## config.mk

```make
export PLATFORM = sky130hd
export DESIGN_NAME = cluster_quorum_tracker
export DESIGN_NICKNAME = d
export VERILOG_FILES = /design/src/hw/rtl/cqt_pkg.sv /design/src/hw/rtl/cqt_ctrl.sv /design/src/hw/rtl/cqt_datapath.sv /design/src/hw/rtl/cluster_quorum_tracker.sv
export VERILOG_INCLUDE_DIRS = /design/src /design/src/hw/rtl
export SDC_FILE = /design/constraint.sdc
export NUM_CORES = 2
export LEC_CHECK = 0
export BUFFER_PORTS_ARGS = -buffer_cell sky130_fd_sc_hd__buf_2
export CAP_MARGIN = 10
export CORE_ASPECT_RATIO = 0.8
export CORE_UTILIZATION = 57
export DETAILED_ROUTE_END_ITERATION = 8
export HOLD_SLACK_MARGIN = 0.02
export PLACE_DENSITY = 0.73
export SYNTH_ARGS = -nofsm -noshare
export SYNTH_HDL_FRONTEND = slang
export SYNTH_SLANG_ARGS = --single-unit
export TNS_END_PERCENT = 10
```

## constraint.sdc

```tcl
create_clock -name clk -period 21.6 [get_ports clk]
set_input_delay 4.32 -clock clk [delete_from_list [all_inputs] [get_ports clk]]
set_output_delay 4.32 -clock clk [all_outputs]
set_load 0.01 [all_outputs]
```

## src/hw/rtl/cluster_quorum_tracker_defines.svh

```systemverilog
// Assertion helpers used by the datapath.
// Each one samples on clk and stays quiet while rst_n is low.
`ifndef CLUSTER_QUORUM_TRACKER_DEFINES_SVH
`define CLUSTER_QUORUM_TRACKER_DEFINES_SVH

// Same-cycle implication.
`define CQT_ASSERT_NOW(lbl, ante, cons, msg) \
    lbl: assert property (@(posedge clk) disable iff (!rst_n) (ante) |-> (cons)) \
        else $error(msg);

// Next-cycle implication.
`define CQT_ASSERT_NEXT(lbl, ante, cons, msg) \
    lbl: assert property (@(posedge clk) disable iff (!rst_n) (ante) |=> (cons)) \
        else $error(msg);

`endif

```

## src/hw/rtl/cqt_pkg.sv

```systemverilog
package cqt_pkg;

    // Default table depth
    localparam int MAX_MEMBERS_DEF = 32;

    // Field widths
    localparam int ID_W    = 32;
    localparam int VOTE_W  = 16;
    localparam int SUM_W   = 24;
    localparam int REQ_W   = 2;
    localparam int STAT_W  = 2;
    localparam int CFG_IDX_W  = 1;
    localparam int CFG_DATA_W = 16;

    // Request codes
    localparam logic [REQ_W-1:0] REQ_SET_MEMBER = 2'd0;
    localparam logic [REQ_W-1:0] REQ_SET_UP     = 2'd1;
    localparam logic [REQ_W-1:0] REQ_RECOMPUTE  = 2'd2;

    // Status codes
    localparam logic [STAT_W-1:0] STAT_OK         = 2'd0;
    localparam logic [STAT_W-1:0] STAT_TABLE_FULL = 2'd1;
    localparam logic [STAT_W-1:0] STAT_NOT_FOUND  = 2'd2;

    // Configuration register indexes
    localparam logic [CFG_IDX_W-1:0] CFG_DISK_VOTES   = 1'd0;
    localparam logic [CFG_IDX_W-1:0] CFG_DISK_PRESENT = 1'd1;

    typedef enum logic [1:0] {
        ST_IDLE,
        ST_SCAN,
        ST_COMMIT
    } cqt_state_t;

    // Controller to datapath commands
    typedef struct packed {
        logic load;    // latch the request, clear scan state
        logic scan;    // walk the member table
        logic commit;  // apply the update and raise the result strobe
    } cqt_cmd_t;

endpackage

```

## src/hw/rtl/cqt_ctrl.sv

```systemverilog
module cqt_ctrl
    import cqt_pkg::*;
(
    input  logic     clk,
    input  logic     rst_n,
    input  logic     start,
    input  logic     scan_done,
    output logic     busy,
    output cqt_cmd_t cmd
);

    cqt_state_t state_reg;
    cqt_state_t state_next;

    always_comb
    begin
        state_next = state_reg;
        case (state_reg)
            ST_IDLE:
            begin
                if (start)
                begin
                    state_next = ST_SCAN;
                end
            end
            ST_SCAN:
            begin
                if (scan_done)
                begin
                    state_next = ST_COMMIT;
                end
            end
            ST_COMMIT:
            begin
                state_next = ST_IDLE;
            end
            default:
            begin
                state_next = ST_IDLE;
            end
        endcase
    end

    always_comb
    begin
        cmd    = '0;
        busy   = 1'b1;
        case (state_reg)
            ST_IDLE:
            begin
                busy     = 1'b0;
                cmd.load = start;
            end
            ST_SCAN:
            begin
                cmd.scan = 1'b1;
            end
            ST_COMMIT:
            begin
                cmd.commit = 1'b1;
            end
            default:
            begin
                busy = 1'b1;
            end
        endcase
    end

    always_ff @(posedge clk or negedge rst_n)
    begin
        if (!rst_n)
        begin
            state_reg <= ST_IDLE;
        end
        else
        begin
            state_reg <= state_next;
        end
    end

endmodule

```

## src/hw/rtl/cqt_datapath.sv

```systemverilog
`include "cluster_quorum_tracker_defines.svh"

module cqt_datapath
    import cqt_pkg::*;
#(
    parameter int MAX_MEMBERS = MAX_MEMBERS_DEF
)
(
    input  logic                  clk,
    input  logic                  rst_n,
    input  cqt_cmd_t              cmd,
    output logic                  scan_done,
    input  logic [REQ_W-1:0]      req_type,
    input  logic [ID_W-1:0]       node_id,
    input  logic [VOTE_W-1:0]     member_votes,
    input  logic [VOTE_W-1:0]     member_expected,
    input  logic                  member_up,
    input  logic                  cfg_write,
    input  logic [CFG_IDX_W-1:0]  cfg_index,
    input  logic [CFG_DATA_W-1:0] cfg_data,
    output logic                  done,
    output logic [STAT_W-1:0]     status,
    output logic [SUM_W-1:0]      expected_total,
    output logic [SUM_W-1:0]      quorum_votes,
    output logic [SUM_W-1:0]      present_total,
    output logic                  has_quorum
);

    localparam int IDX_W = (MAX_MEMBERS > 1) ? $clog2(MAX_MEMBERS) : 1;
    localparam int CNT_W = $clog2(MAX_MEMBERS + 1);
    localparam logic [CNT_W-1:0] CNT_MAX = CNT_W'(MAX_MEMBERS);

    // Member table
    logic [ID_W-1:0]   id_mem    [MAX_MEMBERS];
    logic [VOTE_W-1:0] votes_mem [MAX_MEMBERS];
    logic [VOTE_W-1:0] exp_mem   [MAX_MEMBERS];
    logic              up_mem    [MAX_MEMBERS];

    // Configuration
    logic [VOTE_W-1:0] disk_votes_reg;
    logic              disk_present_reg;

    // Latched request
    logic [REQ_W-1:0]  req_reg;
    logic [ID_W-1:0]   id_reg;
    logic [VOTE_W-1:0] votes_reg;
    logic [VOTE_W-1:0] exp_reg;
    logic              up_reg;

    // Table read port
    logic [ID_W-1:0]   rd_id_reg;
    logic [VOTE_W-1:0] rd_votes_reg;
    logic [VOTE_W-1:0] rd_exp_reg;
    logic              rd_up_reg;
    logic [IDX_W-1:0]  rd_slot_reg;

    // Control and persistent state
    logic [CNT_W-1:0]  count_reg,    count_next;
    logic [CNT_W-1:0]  addr_reg,     addr_next;
    logic              rd_valid_reg, rd_valid_next;
    logic              hit_reg,      hit_next;
    logic [IDX_W-1:0]  slot_reg,     slot_next;
    logic [SUM_W-1:0]  all_reg,      all_next;
    logic [SUM_W-1:0]  upsum_reg,    upsum_next;
    logic [VOTE_W-1:0] big_reg,      big_next;
    logic [SUM_W-1:0]  hw_reg,       hw_next;
    logic [SUM_W-1:0]  quorum_reg,   quorum_next;
    logic [SUM_W-1:0]  present_reg,  present_next;
    logic [STAT_W-1:0] status_reg,   status_next;
    logic              done_reg,     done_next;

    logic              rd_en;
    logic              is_lookup;
    logic              id_match;
    logic [SUM_W-1:0]  disk_add;
    logic [SUM_W-1:0]  all_disk;
    logic [SUM_W-1:0]  up_disk;
    logic [SUM_W-1:0]  hw_cand;
    logic [SUM_W:0]    quorum_sum;
    logic [IDX_W-1:0]  wr_slot;
    logic              wr_id_en;
    logic              wr_fields_en;
    logic              wr_up_en;

    assign rd_en     = cmd.scan && (addr_reg < count_reg);
    assign scan_done = (addr_reg == count_reg) && !rd_valid_reg;
    assign is_lookup = (req_reg == REQ_SET_MEMBER) || (req_reg == REQ_SET_UP);
    assign id_match  = rd_valid_reg && (rd_id_reg == id_reg);

    // Final vote sums with the quorum disk folded in
    assign disk_add = disk_present_reg ? {{(SUM_W-VOTE_W){1'b0}}, disk_votes_reg} : '0;
    assign all_disk = all_reg + disk_add;
    assign up_disk  = upsum_reg + disk_add;

    always_comb
    begin
        hw_cand = hw_reg;
        if ({{(SUM_W-VOTE_W){1'b0}}, big_reg} > hw_cand)
        begin
            hw_cand = {{(SUM_W-VOTE_W){1'b0}}, big_reg};
        end
        if (all_disk > hw_cand)
        begin
            hw_cand = all_disk;
        end
    end

    assign quorum_sum = {1'b0, hw_cand} + (SUM_W+1)'(2);

    // Scan: issue one read a cycle, evaluate each entry from the read registers
    always_comb
    begin
        addr_next     = addr_reg;
        rd_valid_next = rd_en;
        hit_next      = hit_reg;
        slot_next     = slot_reg;
        all_next      = all_reg;
        upsum_next    = upsum_reg;
        big_next      = big_reg;
        if (cmd.load)
        begin
            addr_next  = '0;
            hit_next   = 1'b0;
            slot_next  = '0;
            all_next   = '0;
            upsum_next = '0;
            big_next   = '0;
        end
        else
        begin
            if (rd_en)
            begin
                addr_next = addr_reg + CNT_W'(1);
            end
            if (rd_valid_reg)
            begin
                all_next = all_reg + {{(SUM_W-VOTE_W){1'b0}}, rd_votes_reg};
                if (rd_up_reg)
                begin
                    upsum_next = upsum_reg + {{(SUM_W-VOTE_W){1'b0}}, rd_votes_reg};
                end
                if (rd_exp_reg > big_reg)
                begin
                    big_next = rd_exp_reg;
                end
            end
            if (is_lookup && id_match && !hit_reg)
            begin
                hit_next  = 1'b1;
                slot_next = rd_slot_reg;
            end
        end
    end

    // Commit: apply the request to the table and the vote totals
    always_comb
    begin
        count_next   = count_reg;
        hw_next      = hw_reg;
        quorum_next  = quorum_reg;
        present_next = present_reg;
        status_next  = status_reg;
        wr_slot      = slot_reg;
        wr_id_en     = 1'b0;
        wr_fields_en = 1'b0;
        wr_up_en     = 1'b0;
        done_next    = cmd.commit;
        if (cmd.commit)
        begin
            status_next = STAT_OK;
            case (req_reg)
                REQ_SET_MEMBER:
                begin
                    if (hit_reg)
                    begin
                        wr_fields_en = 1'b1;
                        wr_up_en     = 1'b1;
                    end
                    else if (count_reg < CNT_MAX)
                    begin
                        wr_slot      = count_reg[IDX_W-1:0];
                        wr_id_en     = 1'b1;
                        wr_fields_en = 1'b1;
                        wr_up_en     = 1'b1;
                        count_next   = count_reg + CNT_W'(1);
                    end
                    else
                    begin
                        status_next = STAT_TABLE_FULL;
                    end
                end
                REQ_SET_UP:
                begin
                    if (hit_reg)
                    begin
                        wr_up_en = 1'b1;
                    end
                    else
                    begin
                        status_next = STAT_NOT_FOUND;
                    end
                end
                REQ_RECOMPUTE:
                begin
                    hw_next      = hw_cand;
                    quorum_next  = quorum_sum[SUM_W:1];
                    present_next = up_disk;
                end
                default:
                begin
                    status_next = STAT_OK;
                end
            endcase
        end
    end

    always_ff @(posedge clk or negedge rst_n)
    begin
        if (!rst_n)
        begin
            disk_votes_reg   <= '0;
            disk_present_reg <= 1'b0;
        end
        else if (cfg_write)
        begin
            case (cfg_index)
                CFG_DISK_VOTES:
                begin
                    disk_votes_reg <= cfg_data;
                end
                CFG_DISK_PRESENT:
                begin
                    disk_present_reg <= cfg_data[0];
                end
                default:
                begin
                    disk_votes_reg <= disk_votes_reg;
                end
            endcase
        end
    end

    always_ff @(posedge clk or negedge rst_n)
    begin
        if (!rst_n)
        begin
            count_reg    <= '0;
            addr_reg     <= '0;
            rd_valid_reg <= 1'b0;
            hit_reg      <= 1'b0;
            slot_reg     <= '0;
            all_reg      <= '0;
            upsum_reg    <= '0;
            big_reg      <= '0;
            hw_reg       <= '0;
            quorum_reg   <= '0;
            present_reg  <= '0;
            status_reg   <= STAT_OK;
            done_reg     <= 1'b0;
        end
        else
        begin
            count_reg    <= count_next;
            addr_reg     <= addr_next;
            rd_valid_reg <= rd_valid_next;
            hit_reg      <= hit_next;
            slot_reg     <= slot_next;
            all_reg      <= all_next;
            upsum_reg    <= upsum_next;
            big_reg      <= big_next;
            hw_reg       <= hw_next;
            quorum_reg   <= quorum_next;
            present_reg  <= present_next;
            status_reg   <= status_next;
            done_reg     <= done_next;
        end
    end

    // Request latch
    always_ff @(posedge clk)
    begin
        if (cmd.load)
        begin
            req_reg   <= req_type;
            id_reg    <= node_id;
            votes_reg <= member_votes;
            exp_reg   <= member_expected;
            up_reg    <= member_up;
        end
    end

    // Table write port
    always_ff @(posedge clk)
    begin
        if (wr_id_en)
        begin
            id_mem[wr_slot] <= id_reg;
        end
        if (wr_fields_en)
        begin
            votes_mem[wr_slot] <= votes_reg;
            exp_mem[wr_slot]   <= exp_reg;
        end
        if (wr_up_en)
        begin
            up_mem[wr_slot] <= up_reg;
        end
    end

    // Table read port
    always_ff @(posedge clk)
    begin
        if (rd_en)
        begin
            rd_id_reg    <= id_mem[addr_reg[IDX_W-1:0]];
            rd_votes_reg <= votes_mem[addr_reg[IDX_W-1:0]];
            rd_exp_reg   <= exp_mem[addr_reg[IDX_W-1:0]];
            rd_up_reg    <= up_mem[addr_reg[IDX_W-1:0]];
            rd_slot_reg  <= addr_reg[IDX_W-1:0];
        end
    end

    assign done           = done_reg;
    assign status         = status_reg;
    assign expected_total = hw_reg;
    assign quorum_votes   = quorum_reg;
    assign present_total  = present_reg;
    assign has_quorum     = (present_reg >= quorum_reg);

    `CQT_ASSERT_NOW(a_count_bound, 1'b1, count_reg <= CNT_MAX, "member count above table depth")
    `CQT_ASSERT_NEXT(a_hw_monotonic, 1'b1, hw_reg >= $past(hw_reg), "expected total decreased")
    `CQT_ASSERT_NEXT(a_done_single, done_reg, !done_reg, "result strobe held over two cycles")

endmodule

```

## src/hw/rtl/cluster_quorum_tracker.sv

```systemverilog
// Channel   | Signals                                                  | Handshake
// ----------+----------------------------------------------------------+----------------------
// request   | req_type node_id member_votes member_expected member_up | start & !busy
// result    | status expected_total quorum_votes present_total         | done, one cycle
//           | has_quorum                                               |
// config    | cfg_index cfg_data                                       | cfg_write, no wait
//
// A request runs from acceptance through the table scan and the commit to the done strobe:
// the single read port delivers one entry a cycle and the last entry folds in from the read
// registers, so the table scan sets the length of a request.
// busy drops in the cycle that carries done, so the next request can be taken there.
// rst_n clears the member count and the vote totals; the table needs no clearing pass.
// Results cannot be stalled: sample them in the done cycle.
module cluster_quorum_tracker
    import cqt_pkg::*;
#(
    parameter int MAX_MEMBERS = MAX_MEMBERS_DEF
)
(
    input  logic                  clk,
    input  logic                  rst_n,

    // Request
    input  logic                  start,
    output logic                  busy,
    input  logic [REQ_W-1:0]      req_type,
    input  logic [ID_W-1:0]       node_id,
    input  logic [VOTE_W-1:0]     member_votes,
    input  logic [VOTE_W-1:0]     member_expected,
    input  logic                  member_up,

    // Result
    output logic                  done,
    output logic [STAT_W-1:0]     status,
    output logic [SUM_W-1:0]      expected_total,
    output logic [SUM_W-1:0]      quorum_votes,
    output logic [SUM_W-1:0]      present_total,
    output logic                  has_quorum,

    // Configuration
    input  logic                  cfg_write,
    input  logic [CFG_IDX_W-1:0]  cfg_index,
    input  logic [CFG_DATA_W-1:0] cfg_data
);

    // Commands from the sequencer and scan completion back
    cqt_cmd_t cmd;
    logic     scan_done;

    // Sequence each request: latch, scan the table, commit
    cqt_ctrl u_ctrl (
        .clk       (clk),
        .rst_n     (rst_n),
        .start     (start),
        .scan_done (scan_done),
        .busy      (busy),
        .cmd       (cmd)
    );

    // Hold the member table, the vote totals and the result registers
    cqt_datapath #(
        .MAX_MEMBERS (MAX_MEMBERS)
    ) u_datapath (
        .clk             (clk),
        .rst_n           (rst_n),
        .cmd             (cmd),
        .scan_done       (scan_done),
        .req_type        (req_type),
        .node_id         (node_id),
        .member_votes    (member_votes),
        .member_expected (member_expected),
        .member_up       (member_up),
        .cfg_write       (cfg_write),
        .cfg_index       (cfg_index),
        .cfg_data        (cfg_data),
        .done            (done),
        .status          (status),
        .expected_total  (expected_total),
        .quorum_votes    (quorum_votes),
        .present_total   (present_total),
        .has_quorum      (has_quorum)
    );

endmodule

```

* Word-level counts from Yosys, hierarchy flattened *
Memories as Yosys holds them, arrays and structs flattened. A register that Yosys moved wholly into a read port is not among the register bits.
Index checks and enable logic that the tools add are counted.

cells by class
  add/subtract/negate cells = 7
  $mul = 0
  divide/modulo/power cells = 0
  order comparisons = 6
  equality and inequality tests = 8
  shifts and indexed selects = 0
  multiplexer cells = 48
  bitwise gates (word level) = 2
  reduce and logical (&&, ||, !) cells = 22

operator list
  cell                                                                    number
  24-bit 2-to-1 mux                                                       7
  16-bit 2-to-1 mux                                                       4
  24-bit by 16-bit adder with 24-bit output                               2
  24-bit adder                                                            2
  32-bit equality test                                                    1
  5-bit 2-to-1 mux                                                        6
  24-bit by 2-bit adder with 25-bit output (second input constant)        1
  24-bit greater-or-equal comparator                                      1
  16-bit by 24-bit greater-than comparator with 1-bit output              1
  24-bit greater-than comparator                                          1
  1-bit 2-to-1 mux                                                        22
  16-bit greater-than comparator                                          1
  6-bit by 1-bit adder with 6-bit output (second input constant)          2
  6-bit 2-to-1 mux                                                        2
  2-bit AND reduction                                                     6
  2-bit nonzero test                                                      5
  2-bit 2-to-1 mux                                                        4
  2-bit case mux with 2 select lines                                      2
  6-bit equality test                                                     1
  6-bit < comparator                                                      1
  6-bit < comparator (second input constant)                              1
  1-bit logical AND                                                       5
  2-bit by 1-bit equality test with 1-bit output (second input constant)  2
  2-bit equality test (second input constant)                             2
  7 further kinds                                                         11

word-level totals
  register bits = 249
  bits in latches = 0
  memory bits (writable) = 2,080
  memory bits (read-only) = 0
  bits of input ports = 88
  output and inout port bits = 77
  logic and storage cells = 119
  memories kept = 4

memory list
  name                  words  width  read ports  clocked after memory_dff  wr ports  RTL line            RTL
  u_datapath.id_mem     32     32     1           1                         1         cqt_datapath.sv:34  logic [ID_W-1:0] id_mem [MAX_MEMBERS];
  u_datapath.exp_mem    32     16     1           1                         1         cqt_datapath.sv:36  logic [VOTE_W-1:0] exp_mem [MAX_MEMBERS];
  u_datapath.votes_mem  32     16     1           1                         1         cqt_datapath.sv:35  logic [VOTE_W-1:0] votes_mem [MAX_MEMBERS];
  u_datapath.up_mem     32     1      1           1                         1         cqt_datapath.sv:37  logic up_mem [MAX_MEMBERS];

* Logic depth before layout (Yosys ltp) *
  depth after elaboration = 7
  mapped depth = 34
  gate-level depth less buffers = 25

* Cells and area by module *
A second synthesis with hierarchy kept.

second synthesis, totals
  cells, all modules = 4,880
  area, all modules = 97,405.9 µm²

modules (own cells, without submodules)
  module        instances  cells an instance  area each (µm²)  sequential area each (µm²)
  cqt_datapath  1          4,869              97,292.1         70,953.0
  cqt_ctrl      1          11                 113.9            50.0

* Worst setup path before layout *
Ideal clock, no wire load.

  kind = register to register
  from = register u_datapath.addr_reg[0]
  to = register u_datapath.addr_reg[5]
  library setup time = 77 ps
  data arrival time = 11,404 ps
  data required time = 21,523 ps
  slack = 10,118 ps
  cell stages (with the launch flop) = 13
  buffers on the path = 3
  period minus slack after synthesis = 11,482 ps
  path through = dfrtp_1 clkbuf_1 clkbuf_1 buf_1 inv_1 ha_1 nor2b_1 o21ai_0 a21oi_1 a2111oi_1 nand4_1 or3_1 a21oi_1

on the way
  longest elaborated chain between the ends = 3
  elaborated cells on any way between the ends = 6
  classes of those cells = 1 x add/sub; 1 x order compare; 2 x mux; 2 x reduce/logical

RTL lines
  element                              RTL line             RTL
  start: declaration                   cqt_datapath.sv:59   logic [CNT_W-1:0] addr_reg, addr_next;
  start signal: assignment             cqt_datapath.sv:264  addr_reg <= addr_next;
  6-bit < comparator                   cqt_datapath.sv:85   assign rd_en = cmd.scan && (addr_reg < count_reg);
  1-bit logical AND                    cqt_datapath.sv:85
  via u_datapath.rd_en                 cqt_datapath.sv:72   logic rd_en;
  2-bit nonzero test (no source line)  --

The timed path passes the listed nets, and every way through them passes these cells. The select of a mux whose other input is x is not followed.
A chain may end at the register's enable or synchronous reset.

* Final worst setup path *
  from = register u_datapath.quorum_reg[0], in the netlist u_datapath.quorum_votes[0]
  to = output has_quorum

on the way
  longest elaborated chain between the ends = 1

RTL lines
  element                             RTL line                      RTL
  start: declaration                  cqt_datapath.sv:67            logic [SUM_W-1:0] quorum_reg, quorum_next;
  start signal: assignment            cqt_datapath.sv:272           quorum_reg <= quorum_next;
  24-bit greater-or-equal comparator  cqt_datapath.sv:328           assign has_quorum = (present_reg >= quorum_reg);
  end: declaration                    cluster_quorum_tracker.sv:38  output logic has_quorum,

Every way passes these cells.

==> run metrics <==
run status=completed; net count of the finished layout=5387; flip-flop count of the largest register after layout=1024; Detail Route met3 WL=25400 um; total power draw=9.20 mW; count of buffers from port buffering=164; Worst Slack Setup Final=13.96 ns; cell accounting for the most synthesized area=edfxtp_1; later-pin clock latency in the skew report=0.86 ns; min-delay worst type=reg -> reg; antenna violations before repair=7; crit path cell chain=ha_1 > nand2b_1 > a21o_1 > a21oi_1 > nor2b_1 > o21ai_0 > nand2b_1 > a21oi_1 > o21ai_0 > nand3_1 > a21boi_0 > o31ai_1 > a21oi_1 > buf_2; min Tclk post-route=7.64 ns; primary flip-flop cell chosen by synthesis mapping=edfxtp_1; Core Area=169000 um^2; total length of routed wires=234000 um; part of the Yosys area used for sequential elements=0.731; DRT met1 WL=95600 um; final count of negative-setup-slack endpoints=0; max cap viols=0; leakage dissipation=36.4 nW; average routed wire per standard cell=30.8 um; P per Cell Area=84.8 nW/um^2; count of flip-flops with a built-in enable after synthesis=2217; PostCTS Resize Cnt=0; number of global-route vias before repair=48.5k; number of instances in the synthesized netlist=4887; biggest fanout along the worst timing path=3; area enclosed by the die boundary=172000 um^2; count of endpoints failing hold in the final timing report=0; actual transition at the worst max-transition pin=1.20 ns; Max IR drop VDD=0.0000856 V; io pins=165; cell with the most instances after synthesis=edfxtp_1; maximum number of pins on one net before global-route repair=135; Post-Route Hold Slack=0.473 ns; launch point of the worst reg-to-reg path=u_datapath.disk_present_reg; ratio of final minimum period to clock period=0.354; average vias per placed instance=6.53; number of iterations in the first detailed-routing pass=6; register ranked first by flip-flop count=u_datapath.id_mem; total number of vias=49.6k; detailed placer's ending HPWL=117000 um; flip-flop and latch count after synthesis=2394; Top Layer Used=met5; Fin Setup TNS=0 ns; largest stage delay on the critical path=0.40 ns; master cell of the clock root buffer=clkbuf_16; Clock Path Buffers=3; Ys Warns=0; worst reg2reg endpoint=u_datapath.quorum_votes[20]; routed wl met2=108000 um; proportion of register bits with asynchronous set or reset after synthesis=0.0739; 1st-iter DRT viols=6879; clock tree from TritonCTS=done; standard-cell row count=135; dominant cells by area after synthesis=edfxtp_1 (69%), mux4_2 (15%), dfrtp_1 (4.6%), ha_1 (1.9%), mux2_2 (1.0%); kind of start point of the critical path=flop; final setup skew=0.0569 ns; total clock sinks=2394; clock transition at the register clock pins on the worst setup and hold paths after CTS=0.06 ns; Post-Place Setup Slack=14.74 ns; Highest Clock Rate=131 MHz; Pins Over Slew Limit=0; hold-critical path depth=2; count of unresolved DRC violations after routing=0; area growth from synthesis to layout=11.6%; wire length of the first global-routing pass=338000 um; effective utilization at floorplan=0.574; most instantiated cells after synthesis=edfxtp_1 (2217), mux4_2 (650), nor2_1 (236); gr usage total=0.274; cell count of the worst reg-to-reg path=26; capture endpoint of the worst hold path=u_datapath.status[0]; setup slack of the most critical reg-to-reg path=14.91 ns; category of the most critical setup path=reg -> out; CTS Buf Count=218; Slowest cell on crit path=dfrtp_1; number of nets with antenna violations after detailed routing=0; fraction of synthesized cell area taken by the top area cell type=0.685; width of the chip=464 um; die extent in y=371 um; Worst Setup End Kind=output pin; cell area after synthesis=97100 um^2; library cells used by synthesis=91; worst max-slew margin expressed relative to the limit=0.203; unrepaired setup endpoints after global routing=false; post-synth net total=5122; largest registers in the final layout=u_datapath.id_mem: 1024 flops, u_datapath.exp_mem: 512 flops, u_datapath.votes_mem: 512 flops; most frequent cell on the critical path=a21oi_1; number of post-CTS setup repair buffers=0; overflow left after global routing=0; data arrival time of the critical path=3.32 ns; Filler cells=11.1k; Synth Area per Inst=19.9 um^2; Placer Congestion=0.901; maximum level of the CTS H-tree=4; proportion of layout cells with a drive suffix above 1=0.266; Critical Path RT=17.28 ns; Hold Crit Start=u_datapath.status[0]; cts hold-fix bufs=0
[layout make-up]
type	count	area [um^2]	share of cell area
multi-input combinational	2147	25300	0.234
inverter	114	433	0.00399
timing repair buffer	277	1740	0.0161
tap	2260	2830	0.0261
clock inverter	130	1280	0.0119
clock buffer	277	5750	0.0531
sequential	2394	71000	0.655
antenna	1	2.50	0.0000231
[per-stage QoR]
step | std cells | instance area [um^2] | utilization
floorplan | 4887 | 97100 | -
global placement | 7192 | 101000 | 0.599
detailed placement | 7192 | 101000 | 0.599
CTS | 7599 | 108000 | 0.640
global route | 7599 | 108000 | 0.640
finish | 7600 | 108000 | 0.640
[placed cells by master (no fill, tap or decap), drive strengths merged, types with 19 or more instances in the layout]
master,netlist,final
nor3,32,32
nand3,40,40
and2,27,27
ha,145,145
nor2,236,236
xnor2,85,85
dfrtp,177,177
a21o,22,22
edfxtp,2217,2217
o21ai,145,145
a21oi,101,101
mux4,650,650
o211ai,23,23
nand4,32,32
clkinv,1,103
nor2b,19,19
inv,113,118
xor2,55,55
bufinv,0,20
mux2,86,86
buf,77,276
nand2,208,208
clkbuf,155,278
mux2i,39,39
[layer usage]
metal	track usage	up-vias
met4	0.0618	4
met1	0.417	26016
met3	0.0512	324
li1	-	20407
met5	0	-
met2	0.417	2860
[worst max path at each step]
stage                                     from                  endpoint  slack (ns)  cells past startpoint
global route        u_datapath.quorum_votes[0]                has_quorum       13.67                     14
CTS                 u_datapath.quorum_votes[0]                has_quorum       13.86                     14
finish              u_datapath.quorum_votes[0]                has_quorum       13.96                     14
floorplan               u_datapath.addr_reg[0]    u_datapath.addr_reg[5]       10.12                     12
detailed placement                       start  u_datapath.upsum_reg[13]       14.74                      7
global placement    u_datapath.quorum_votes[0]                has_quorum       14.72                     14
[power by group]
group / internal, mW / switching (mW)
clock network: 2.12 / 1.68
logic: 0.135 / 0.247
registers: 5.00 / 0.00955
[cells by family after synthesis]
group	synth area share
buffers and inverters	0.0139
DFF	0.731
adders and majority gates	0.0192
and+or+nand+nor	0.0320
AOI/OAI and AO/OA	0.0264
muxes	0.165
xor gates and xnor gates	0.0128
[worst max-delay path, delay by kind of cell (launching register included)]
| family | cells | cell delay, ns |
|---|---|---|
| compound gates | 8 | 1.26 |
| flops | 1 | 0.40 |
| simple gates | 4 | 0.39 |
| fa+ha+maj | 1 | 0.29 |
| buf+inv | 1 | 0.15 |
(Power assumes the default switching activity.)
